===== src/design/maf_pkg.sv =====
// Shared constants, types and helpers of the moving average filter.
package maf_pkg;

   localparam int WINDOW_MAX  = 64;
   localparam int SAMPLE_BITS = 16;
   localparam int WL_BITS     = 7;
   localparam int SLOT_BITS   = $clog2(WINDOW_MAX);
   localparam int COUNT_BITS  = $clog2(WINDOW_MAX + 1);
   localparam int SUM_BITS    = SAMPLE_BITS + SLOT_BITS;
   localparam int STEP_BITS   = $clog2(SUM_BITS + 1);

   localparam int CSR_DATA_BITS = 32;
   localparam int CSR_ADDR_BITS = 3;
   localparam int CSR_IDX_BITS  = CSR_ADDR_BITS - 2;

   typedef logic signed [SAMPLE_BITS-1:0] sample_type;
   typedef logic signed [SUM_BITS-1:0]    sum_type;
   typedef logic [SUM_BITS-1:0]           mag_type;
   typedef logic [SLOT_BITS-1:0]          slot_type;
   typedef logic [COUNT_BITS-1:0]         count_type;
   typedef logic [WL_BITS-1:0]            wl_type;
   typedef logic [STEP_BITS-1:0]          step_type;

   typedef enum logic [CSR_IDX_BITS-1:0] {
      CSR_WINDOW_LENGTH = 1'b0
   } csr_index_type;

   localparam wl_type WL_RESET = WL_BITS'(4);

   typedef enum logic [2:0] {
      ST_IDLE,
      ST_READ,
      ST_UPDATE,
      ST_DIV,
      ST_OUT
   } state_type;

   // controller -> datapath
   typedef struct packed {
      logic take_item;
      logic clear_run;
      logic read_old;
      logic update;
      logic div_start;
      logic load_out;
   } cmd_type;

   // datapath -> controller
   typedef struct packed {
      logic emit;
      logic div_done;
   } status_type;

   // zero acts as one, anything above the store depth acts as the depth
   function automatic count_type effective_length(input wl_type wl);
      count_type len;
      if (wl == '0) begin
         len = COUNT_BITS'(1);
      end else if (int'(wl) > WINDOW_MAX) begin
         len = COUNT_BITS'(WINDOW_MAX);
      end else begin
         len = COUNT_BITS'(wl);
      end
      return len;
   endfunction

endpackage


===== src/design/maf_channels.sv =====
// Request and response channel interfaces of the moving average filter.
interface maf_req_if import maf_pkg::*; ();
   logic       valid;
   logic       ready;
   sample_type sample;
   logic       restart;

   modport source (output valid, output sample, output restart, input ready);
   modport sink (input valid, input sample, input restart, output ready);
endinterface

interface maf_rsp_if import maf_pkg::*; ();
   logic       valid;
   logic       ready;
   sample_type average;

   modport source (output valid, output average, input ready);
   modport sink (input valid, input average, output ready);
endinterface


===== src/design/maf_div.sv =====
// Serial restoring divider: signed window sum by window length, one bit a cycle.
module maf_div import maf_pkg::*; (
   input  logic       clock,
   input  logic       reset,
   input  logic       start,
   input  sum_type    dividend,
   input  count_type  divisor,
   output logic       done,
   output sample_type quotient
);

   logic      busy_ff, busy_in;
   logic      done_ff, done_in;
   logic      neg_ff, neg_in;
   step_type  step_ff, step_in;
   count_type rem_ff, rem_in;
   mag_type   quo_ff, quo_in;

   logic [COUNT_BITS:0] shifted;
   logic [COUNT_BITS:0] trial;
   mag_type             signed_quo;

   always_comb begin
      shifted = {rem_ff, quo_ff[SUM_BITS-1]};
      trial   = shifted - {1'b0, divisor};
      busy_in = busy_ff;
      done_in = 1'b0;
      neg_in  = neg_ff;
      step_in = step_ff;
      rem_in  = rem_ff;
      quo_in  = quo_ff;
      if (start) begin
         busy_in = 1'b1;
         neg_in  = dividend[SUM_BITS-1];
         step_in = STEP_BITS'(SUM_BITS);
         rem_in  = '0;
         quo_in  = dividend[SUM_BITS-1] ? mag_type'(~dividend + 1'b1) : mag_type'(dividend);
      end else if (busy_ff) begin
         // restore when the trial subtraction goes below zero
         if (shifted >= {1'b0, divisor}) begin
            rem_in = trial[COUNT_BITS-1:0];
            quo_in = {quo_ff[SUM_BITS-2:0], 1'b1};
         end else begin
            rem_in = shifted[COUNT_BITS-1:0];
            quo_in = {quo_ff[SUM_BITS-2:0], 1'b0};
         end
         step_in = step_ff - 1'b1;
         if (step_ff == STEP_BITS'(1)) begin
            busy_in = 1'b0;
            done_in = 1'b1;
         end
      end
   end

   always_ff @(posedge clock) begin
      if (reset) begin
         busy_ff <= 1'b0;
         done_ff <= 1'b0;
      end else begin
         busy_ff <= busy_in;
         done_ff <= done_in;
      end
      neg_ff  <= neg_in;
      step_ff <= step_in;
      rem_ff  <= rem_in;
      quo_ff  <= quo_in;
   end

   assign signed_quo = neg_ff ? (~quo_ff + 1'b1) : quo_ff;
   assign quotient   = sample_type'(signed_quo[SAMPLE_BITS-1:0]);
   assign done       = done_ff;

endmodule


===== src/design/maf_datapath.sv =====
// Datapath: history ring, running sum, run counters, divider and result register.
module maf_datapath import maf_pkg::*; (
   input  logic       clock,
   input  logic       reset,
   input  cmd_type    cmd,
   output status_type status,
   input  count_type  len,
   input  sample_type req_sample,
   input  logic       req_restart,
   output sample_type average
);

   sample_type history [WINDOW_MAX];

   sample_type sample_ff, sample_in;
   sample_type old_ff;
   sum_type    sum_ff, sum_in;
   slot_type   slot_ff, slot_in;
   count_type  seen_ff, seen_in;
   sample_type average_ff, average_in;

   slot_type   old_slot;
   logic       full;
   sum_type    sample_ext;
   sum_type    old_ext;
   logic       div_done;
   sample_type quotient;

   assign old_slot   = slot_ff - len[SLOT_BITS-1:0];
   assign full       = (seen_ff >= len);
   assign sample_ext = {{(SUM_BITS-SAMPLE_BITS){sample_ff[SAMPLE_BITS-1]}}, sample_ff};
   assign old_ext    = {{(SUM_BITS-SAMPLE_BITS){old_ff[SAMPLE_BITS-1]}}, old_ff};

   always_comb begin
      sample_in  = sample_ff;
      sum_in     = sum_ff;
      slot_in    = slot_ff;
      seen_in    = seen_ff;
      average_in = average_ff;
      if (cmd.take_item) begin
         sample_in = req_sample;
      end
      if (cmd.clear_run || (cmd.take_item && req_restart)) begin
         sum_in  = '0;
         slot_in = '0;
         seen_in = '0;
      end
      if (cmd.update) begin
         // drop the leaving sample once the window is full, add the new one
         sum_in  = (full ? (sum_ff - old_ext) : sum_ff) + sample_ext;
         slot_in = slot_ff + 1'b1;
         seen_in = full ? seen_ff : (seen_ff + 1'b1);
      end
      if (cmd.load_out) begin
         average_in = quotient;
      end
   end

   always_ff @(posedge clock) begin
      if (cmd.update) begin
         history[slot_ff] <= sample_ff;
      end
      if (cmd.read_old) begin
         old_ff <= history[old_slot];
      end
   end

   always_ff @(posedge clock) begin
      if (reset) begin
         sum_ff  <= '0;
         slot_ff <= '0;
         seen_ff <= '0;
      end else begin
         sum_ff  <= sum_in;
         slot_ff <= slot_in;
         seen_ff <= seen_in;
      end
      sample_ff  <= sample_in;
      average_ff <= average_in;
   end

   maf_div u_div (
      .clock    (clock),
      .reset    (reset),
      .start    (cmd.div_start),
      .dividend (sum_in),
      .divisor  (len),
      .done     (div_done),
      .quotient (quotient)
   );

   assign status.emit     = full || ((seen_ff + 1'b1) == len);
   assign status.div_done = div_done;
   assign average         = average_ff;

endmodule


===== src/design/maf_ctrl.sv =====
// Controller: one request through read, update, and if due divide and result.
module maf_ctrl import maf_pkg::*; (
   input  logic       clock,
   input  logic       reset,
   input  logic       csr_write,
   input  logic       req_valid,
   output logic       req_ready,
   output logic       rsp_valid,
   input  logic       rsp_ready,
   output cmd_type    cmd,
   input  status_type status
);

   state_type state_ff, state_in;
   logic      rsp_valid_ff, rsp_valid_in;
   logic      out_free;

   assign out_free = !rsp_valid_ff || rsp_ready;

   always_comb begin
      state_in      = state_ff;
      cmd           = '0;
      cmd.clear_run = csr_write;
      req_ready     = 1'b0;
      case (state_ff)
         ST_IDLE: begin
            req_ready = 1'b1;
            if (req_valid) begin
               cmd.take_item = 1'b1;
               state_in      = ST_READ;
            end
         end
         ST_READ: begin
            cmd.read_old = 1'b1;
            state_in     = ST_UPDATE;
         end
         ST_UPDATE: begin
            cmd.update = 1'b1;
            if (status.emit) begin
               cmd.div_start = 1'b1;
               state_in      = ST_DIV;
            end else begin
               state_in = ST_IDLE;
            end
         end
         ST_DIV: begin
            if (status.div_done) begin
               state_in = ST_OUT;
            end
         end
         ST_OUT: begin
            if (out_free) begin
               cmd.load_out = 1'b1;
               state_in     = ST_IDLE;
            end
         end
         default: begin
            state_in = ST_IDLE;
         end
      endcase
      rsp_valid_in = cmd.load_out ? 1'b1 : (rsp_valid_ff && !rsp_ready);
   end

   always_ff @(posedge clock) begin
      if (reset) begin
         state_ff     <= ST_IDLE;
         rsp_valid_ff <= 1'b0;
      end else begin
         state_ff     <= state_in;
         rsp_valid_ff <= rsp_valid_in;
      end
   end

   assign rsp_valid = rsp_valid_ff;

endmodule


===== src/design/moving_average_filter.sv =====
// Top level of the moving average filter: channels, register port and submodules.
//
//   channel   direction   handshake         payload
//   req       in          valid/ready       sample (s16), restart (1)
//   rsp       out         valid/ready       average (s16)
//   csr       in          APB psel/penable  window_length (u7) at byte address 0
//
// A request passes the idle, read and update states, and the divide and
// result states if it has a result: the serial divider retires one quotient
// bit per cycle over the 22-bit window sum. Reset is synchronous, active
// high; it clears the run (sum, ring position, fill count) and sets
// window_length to 4. The history ring needs no clearing: an entry is read
// only after it is written in the current run. A held result stalls only the
// next result; a new request is taken while the previous result waits on rsp.
module moving_average_filter import maf_pkg::*; (
   input  logic                     clock,
   input  logic                     reset,
   maf_req_if.sink                  req,
   maf_rsp_if.source                rsp,
   input  logic                     psel,
   input  logic                     penable,
   input  logic                     pwrite,
   input  logic [CSR_ADDR_BITS-1:0] paddr,
   input  logic [CSR_DATA_BITS-1:0] pwdata,
   output logic [CSR_DATA_BITS-1:0] prdata,
   output logic                     pready
);

   wl_type     window_length_ff, window_length_in;
   logic       hit_window_length;
   logic       csr_write;
   count_type  len;
   cmd_type    cmd;
   status_type status;

   // decode on the word index; the low byte-lane bits do not select
   assign hit_window_length = (paddr[CSR_ADDR_BITS-1:2] == CSR_WINDOW_LENGTH);
   assign csr_write         = psel && penable && pwrite && hit_window_length;
   assign pready            = 1'b1;

   always_comb begin
      window_length_in = window_length_ff;
      if (csr_write) begin
         window_length_in = pwdata[WL_BITS-1:0];
      end
   end

   always_ff @(posedge clock) begin
      if (reset) begin
         window_length_ff <= WL_RESET;
      end else begin
         window_length_ff <= window_length_in;
      end
   end

   // read back the raw register, not the clamped length
   assign prdata = hit_window_length ? CSR_DATA_BITS'(window_length_ff) : '0;

   // clamp zero up to one and oversize down to the ring depth
   assign len = effective_length(window_length_ff);

   maf_ctrl u_ctrl (
      .clock     (clock),
      .reset     (reset),
      .csr_write (csr_write),
      .req_valid (req.valid),
      .req_ready (req.ready),
      .rsp_valid (rsp.valid),
      .rsp_ready (rsp.ready),
      .cmd       (cmd),
      .status    (status)
   );

   maf_datapath u_datapath (
      .clock       (clock),
      .reset       (reset),
      .cmd         (cmd),
      .status      (status),
      .len         (len),
      .req_sample  (req.sample),
      .req_restart (req.restart),
      .average     (rsp.average)
   );

endmodule

===== src/flat_wrapper.sv =====
// flat-port wrapper written by rule: the top's interface ports become plain ports
module moving_average_filter_flat import maf_pkg::*;
  (clock, reset, psel, penable, pwrite, paddr, pwdata, prdata, pready, req_valid, req_sample, req_restart, req_ready, rsp_valid, rsp_average, rsp_ready);
  maf_req_if req_i ();
  maf_rsp_if rsp_i ();
  input  logic clock;
  input  logic reset;
  input  logic psel;
  input  logic penable;
  input  logic pwrite;
  input  logic [CSR_ADDR_BITS-1:0] paddr;
  input  logic [CSR_DATA_BITS-1:0] pwdata;
  output logic [CSR_DATA_BITS-1:0] prdata;
  output logic pready;
  input wire logic [$bits(req_i.valid)-1:0] req_valid;
  input wire logic [$bits(req_i.sample)-1:0] req_sample;
  input wire logic [$bits(req_i.restart)-1:0] req_restart;
  output wire logic [$bits(req_i.ready)-1:0] req_ready;
  output wire logic [$bits(rsp_i.valid)-1:0] rsp_valid;
  output wire logic [$bits(rsp_i.average)-1:0] rsp_average;
  input wire logic [$bits(rsp_i.ready)-1:0] rsp_ready;
  assign req_i.valid = req_valid;
  assign req_i.sample = req_sample;
  assign req_i.restart = req_restart;
  assign req_ready = req_i.ready;
  assign rsp_valid = rsp_i.valid;
  assign rsp_average = rsp_i.average;
  assign rsp_i.ready = rsp_ready;
  moving_average_filter u_core (.clock(clock), .reset(reset), .req(req_i), .rsp(rsp_i), .psel(psel), .penable(penable), .pwrite(pwrite), .paddr(paddr), .pwdata(pwdata), .prdata(prdata), .pready(pready));
endmodule

===== config.mk =====
export PLATFORM = sky130hd
export DESIGN_NAME = moving_average_filter_flat
export DESIGN_NICKNAME = d
export VERILOG_FILES = /design/src/design/maf_pkg.sv /design/src/design/maf_channels.sv /design/src/design/maf_div.sv /design/src/design/maf_datapath.sv /design/src/design/maf_ctrl.sv /design/src/design/moving_average_filter.sv /design/src/flat_wrapper.sv
export SDC_FILE = /design/constraint.sdc
export NUM_CORES = 1
export LEC_CHECK = 0
export BUFFER_PORTS_ARGS = -buffer_cell sky130_fd_sc_hd__buf_4
export CORE_ASPECT_RATIO = 0.9
export CORE_MARGIN = 2
export CORE_UTILIZATION = 45
export CTS_BUF_LIST = sky130_fd_sc_hd__clkbuf_8
export DETAILED_ROUTE_END_ITERATION = 7
export GPL_ROUTABILITY_DRIVEN = 0
export PLACE_DENSITY = 0.64
export SLEW_MARGIN = 5
export SYNTH_ARGS = -nofsm -noshare
export SYNTH_HDL_FRONTEND = slang
export SYNTH_SLANG_ARGS = --single-unit
export TNS_END_PERCENT = 100

===== constraint.sdc =====
create_clock -name clock -period 5.4 [get_ports clock]
set_clock_uncertainty 0.1 [all_clocks]
set_input_delay 1.08 -clock clock [delete_from_list [all_inputs] [get_ports clock]]
set_output_delay 1.08 -clock clock [all_outputs]
set_load 0.05 [all_outputs]

==> impl_metrics.toml <==
[status]
outcome = "complete, but fails checks"
violations = "negative setup slack"

[worst_setup_path]
critPathMaxFanout = 4
worstPathArrival_ns = 5.92
rr_startpoint = "u_core.window_length_ff[3]"
reg2reg_slack_ns = -0.07
crit_path_top_delay_cell = "nor4_4"
r2r_end = "u_core.u_datapath.u_div.quo_ff[14]"
crit_chain = "nor3_2 > a21oi_1 > nor2_1 > ha_1 > nand2b_4 > nand3_2 > a21oi_2 > a211oi_2 > o21a_2 > buf_12 > o31ai_2 > ha_1 > a21oi_4 > a2111oi_4 > or3_4 > or3_4 > a32oi_4 > nand4_4 > nor4_4 > buf_4 > nor3b_2 > a222oi_1 > nand3_1"
critPathMaxStageDelay_ns = 0.42
cp-start-kind = "register"
cp.required_ns = 5.85
crit_type = "register to register"
path_buf_inv = 2
crit_family = "simple AND/OR/NAND/NOR gates"
critPathCaptureType = "register"
reg2reg_depth = 23

[hold_path]
hold_end = "u_core.u_datapath.sample_ff[7]"
hp-start = "req_sample[7]"
min_delay_path_depth = 1
hold_class = "input port to register"

[logic_synthesis]
yosysMostFrequentCell = "edfxtp_1"
synth_top_cell_by_area = "edfxtp_1"
synth_seq_area_share_pct = 70.3
syn-instance-count = 2659
syn_area_mm2 = 0.0485
yosys_most_used_dff = "edfxtp_1"
yosysWarnings = 0
synth_area_leaders = "edfxtp_1, mux4_2, dfxtp_1"
avgSynthCellArea_um2 = 18.2
synth_edf_count = 1095
async_flop_share_pct = 0
synth_seq_cells = 1155
post-synth-top-area-fraction_pct = 67.8
ys_types = 83
synthTopCellsByCount = "edfxtp_1, mux4_2, nor2_1, nand2_1, clkbuf_1"

[drt]
antenna_left = 0
wl_per_cell_um = 24.7
wl_mm = 114
vias = 26300
drc = 0
drtPass1Iterations = 5
vias_per_cell = 5.71
dr.first_iter.drc_count = 2556

[sta]
fin_crit_sh_pct = 101
rsz0062_at_grt = "yes"
tightest_slew_ns = 1.14
period_needed_ns = 5.47
setup_viol = 5
max_freq_mhz = 183
fin_setup_tns_ns = -0.178
relSlewSlack_pct = 23.7
slew_violations = 0
postLayoutSetupSlackWorst_ns = -0.0674
hold_viol = 0

[final_layout]
finalNonFillerCells = 4605
drive_above_1_share_pct = 30.4
synthToLayoutAreaGrowth_pct = 15.8
nets = 3157
utilization_pct = 52.4

[pwr]
powerDensity_mw_per_mm2 = 340
irDropWorstVdd_v = 0.000239
finalPower_mw = 19.1
leakagePower_nw = 18.9

[clock_tree]
clk_latency_ns = 0.87
clock-sinks = 1155
cts_tree = "done"
holdBufCountCts = 0
cts.clk_slew.worst_paths_ns = 0.06
htree_num_levels = 4
clock_path_buffers = 3
cts_made_buffers = 179
clockRootBuffer = "clkbuf_8"

[die]
core_mm2 = 0.107
rows = 114
start_util_pct = 45.3
num_io_pins = 110
chipHeight_um = 315
dieArea_mm2 = 0.110
die_x_um = 350

[grt]
antenna_found_initial = 2
grt_util_all_layers_pct = 20.6
grt_max_degree = 65
grt_pass1_vias = 26600
grt_pass1_wl_mm = 167
grt.overflow.total = 0

[placed_design]
post-place-ws_ns = -0.150
io_buffer_count = 56
dp_cells = 4263
dpl.hpwl_mm = 68.6

[run]
maxCapViolCount = 0
[worst max-delay path by stage]
stage               slack, ns  cells after the start                            endpoint                        from
floorplan               0.008                     24  u_core.u_datapath.u_div.quo_ff[20]  u_core.window_length_ff[1]
global placement        -0.17                     23  u_core.u_datapath.u_div.quo_ff[20]  u_core.window_length_ff[1]
detailed placement      -0.15                     23  u_core.u_datapath.u_div.quo_ff[20]  u_core.window_length_ff[1]
CTS                   0.00003                     24  u_core.u_datapath.u_div.quo_ff[20]  u_core.window_length_ff[1]
global route            -0.32                     23  u_core.u_datapath.u_div.quo_ff[20]  u_core.window_length_ff[3]
finish                  -0.07                     23  u_core.u_datapath.u_div.quo_ff[14]  u_core.window_length_ff[3]
[through the flow]
| stage | instance area [µm²] | hold WS [ns] |
|---|---|---|
| after floorplan | 48600 | 0.347 |
| after global placement | 52200 | 0.358 |
| after detailed placement | 52200 | 0.381 |
| after CTS | 55600 | 0.197 |
| after global routing | 56100 | 0.218 |
| final | 56100 | 0.282 |
[state kept, by name (all words and copies together) (netlist names)]
name and count:
u_core.u_datapath.history 1024, u_core.u_datapath.u_div.busy_ff 1, u_core.u_datapath.sum_ff 22, u_core.u_datapath.u_div.done 1, u_core.u_datapath.u_div.neg_ff 1, u_core.u_datapath.seen_ff 7, u_core.u_datapath.u_div.rem_ff 7, u_core.u_datapath.u_div.quo_ff 22
u_core.u_datapath.old_ff 16, u_core.window_length_ff 7, u_core.u_datapath.average 16, u_core.u_ctrl.rsp_valid 1, u_core.u_datapath.sample_ff 16, u_core.u_ctrl.state_ff 3, u_core.u_datapath.u_div.step_ff 5, u_core.u_datapath.slot_ff 6
[where the power goes]
| group | internal, mW | switching, mW |
|---|---|---|
| logic | 1.06 | 1.28 |
| clock network | 3.32 | 3.40 |
| registers | 9.92 | 0.0962 |
[kinds of logic after synthesis]
logic type | count (synthesis) | share of synthesized area [%]
other | 2 | 0.0155
AOI/OAI and AO/OA | 283 | 3.89
and+or+nand+nor | 524 | 5.29
adders and majority gates | 72 | 1.92
DFF | 1155 | 70.3
xor gates and xnor gates | 66 | 1.19
buffers and inverters | 205 | 1.84
muxes | 352 | 15.5
[cell type report]
class                           count  area (µm²)
Clock buffer                      179        2460
Inverter                           45         169
Sequential cell                  1155       34100
Timing Repair Buffer              321        2710
Multi-Input combinational cell   1324       14100
Clock inverter                    129         776
Tap cell                         1450        1810
Fill cell                        8416       51000
Antenna cell                        2        5.00
[placed cells by master, fill, tap and decap left out, drive strengths merged, types with 11 or more instances in the layout]
master | Yosys | layout
a211oi | 29 | 29
mux4 | 320 | 320
nor2 | 169 | 170
nand2 | 114 | 114
mux2i | 30 | 30
edfxtp | 1095 | 1095
nand3 | 46 | 46
and3 | 21 | 21
nor2b | 34 | 34
ha | 68 | 68
conb | 2 | 26
buf | 59 | 319
xor2 | 23 | 23
inv | 45 | 101
nor3 | 45 | 45
nand4 | 21 | 21
clkbuf | 101 | 181
xnor2 | 43 | 43
a21o | 16 | 16
a31oi | 11 | 11
nand2b | 16 | 16
o21ai | 51 | 51
a21oi | 89 | 89
clkinv | 0 | 68
dfxtp | 60 | 60
[repair_timing]
item                       in CTS  in global routing
gates cloned                    0                  4
pin swaps                      13                 45
setup endpoints to repair      18                 30
setup buffers                  12                 16
resized for setup              16                 79
[worst reg2reg max path, cell delays in order, from the launching register on]
cell	delay, ns
dfxtp_2	0.32
nor3_2	0.19
a21oi_1	0.10
nor2_1	0.14
ha_1	0.26
nand2b_4	0.15
nand3_2	0.08
a21oi_2	0.06
a211oi_2	0.31
o21a_2	0.28
buf_12	0.12
o31ai_2	0.08
ha_1	0.36
a21oi_4	0.23
a2111oi_4	0.11
or3_4	0.41
or3_4	0.40
a32oi_4	0.29
nand4_4	0.14
nor4_4	0.42
buf_4	0.18
nor3b_2	0.04
a222oi_1	0.29
nand3_1	0.12
[metal layers]
metal | up-vias | GRT usage (%) | share of wire [%]
met1 | 13600 | 29.3 | 43
met4 | 0 | 5.94 | 1.8
li1 | 11500 | - | -
met5 | - | 0 | 0
met2 | 1025 | 32.3 | 47
met3 | 162 | 4.29 | 7.9
Power figures use the tool's default switching activity.
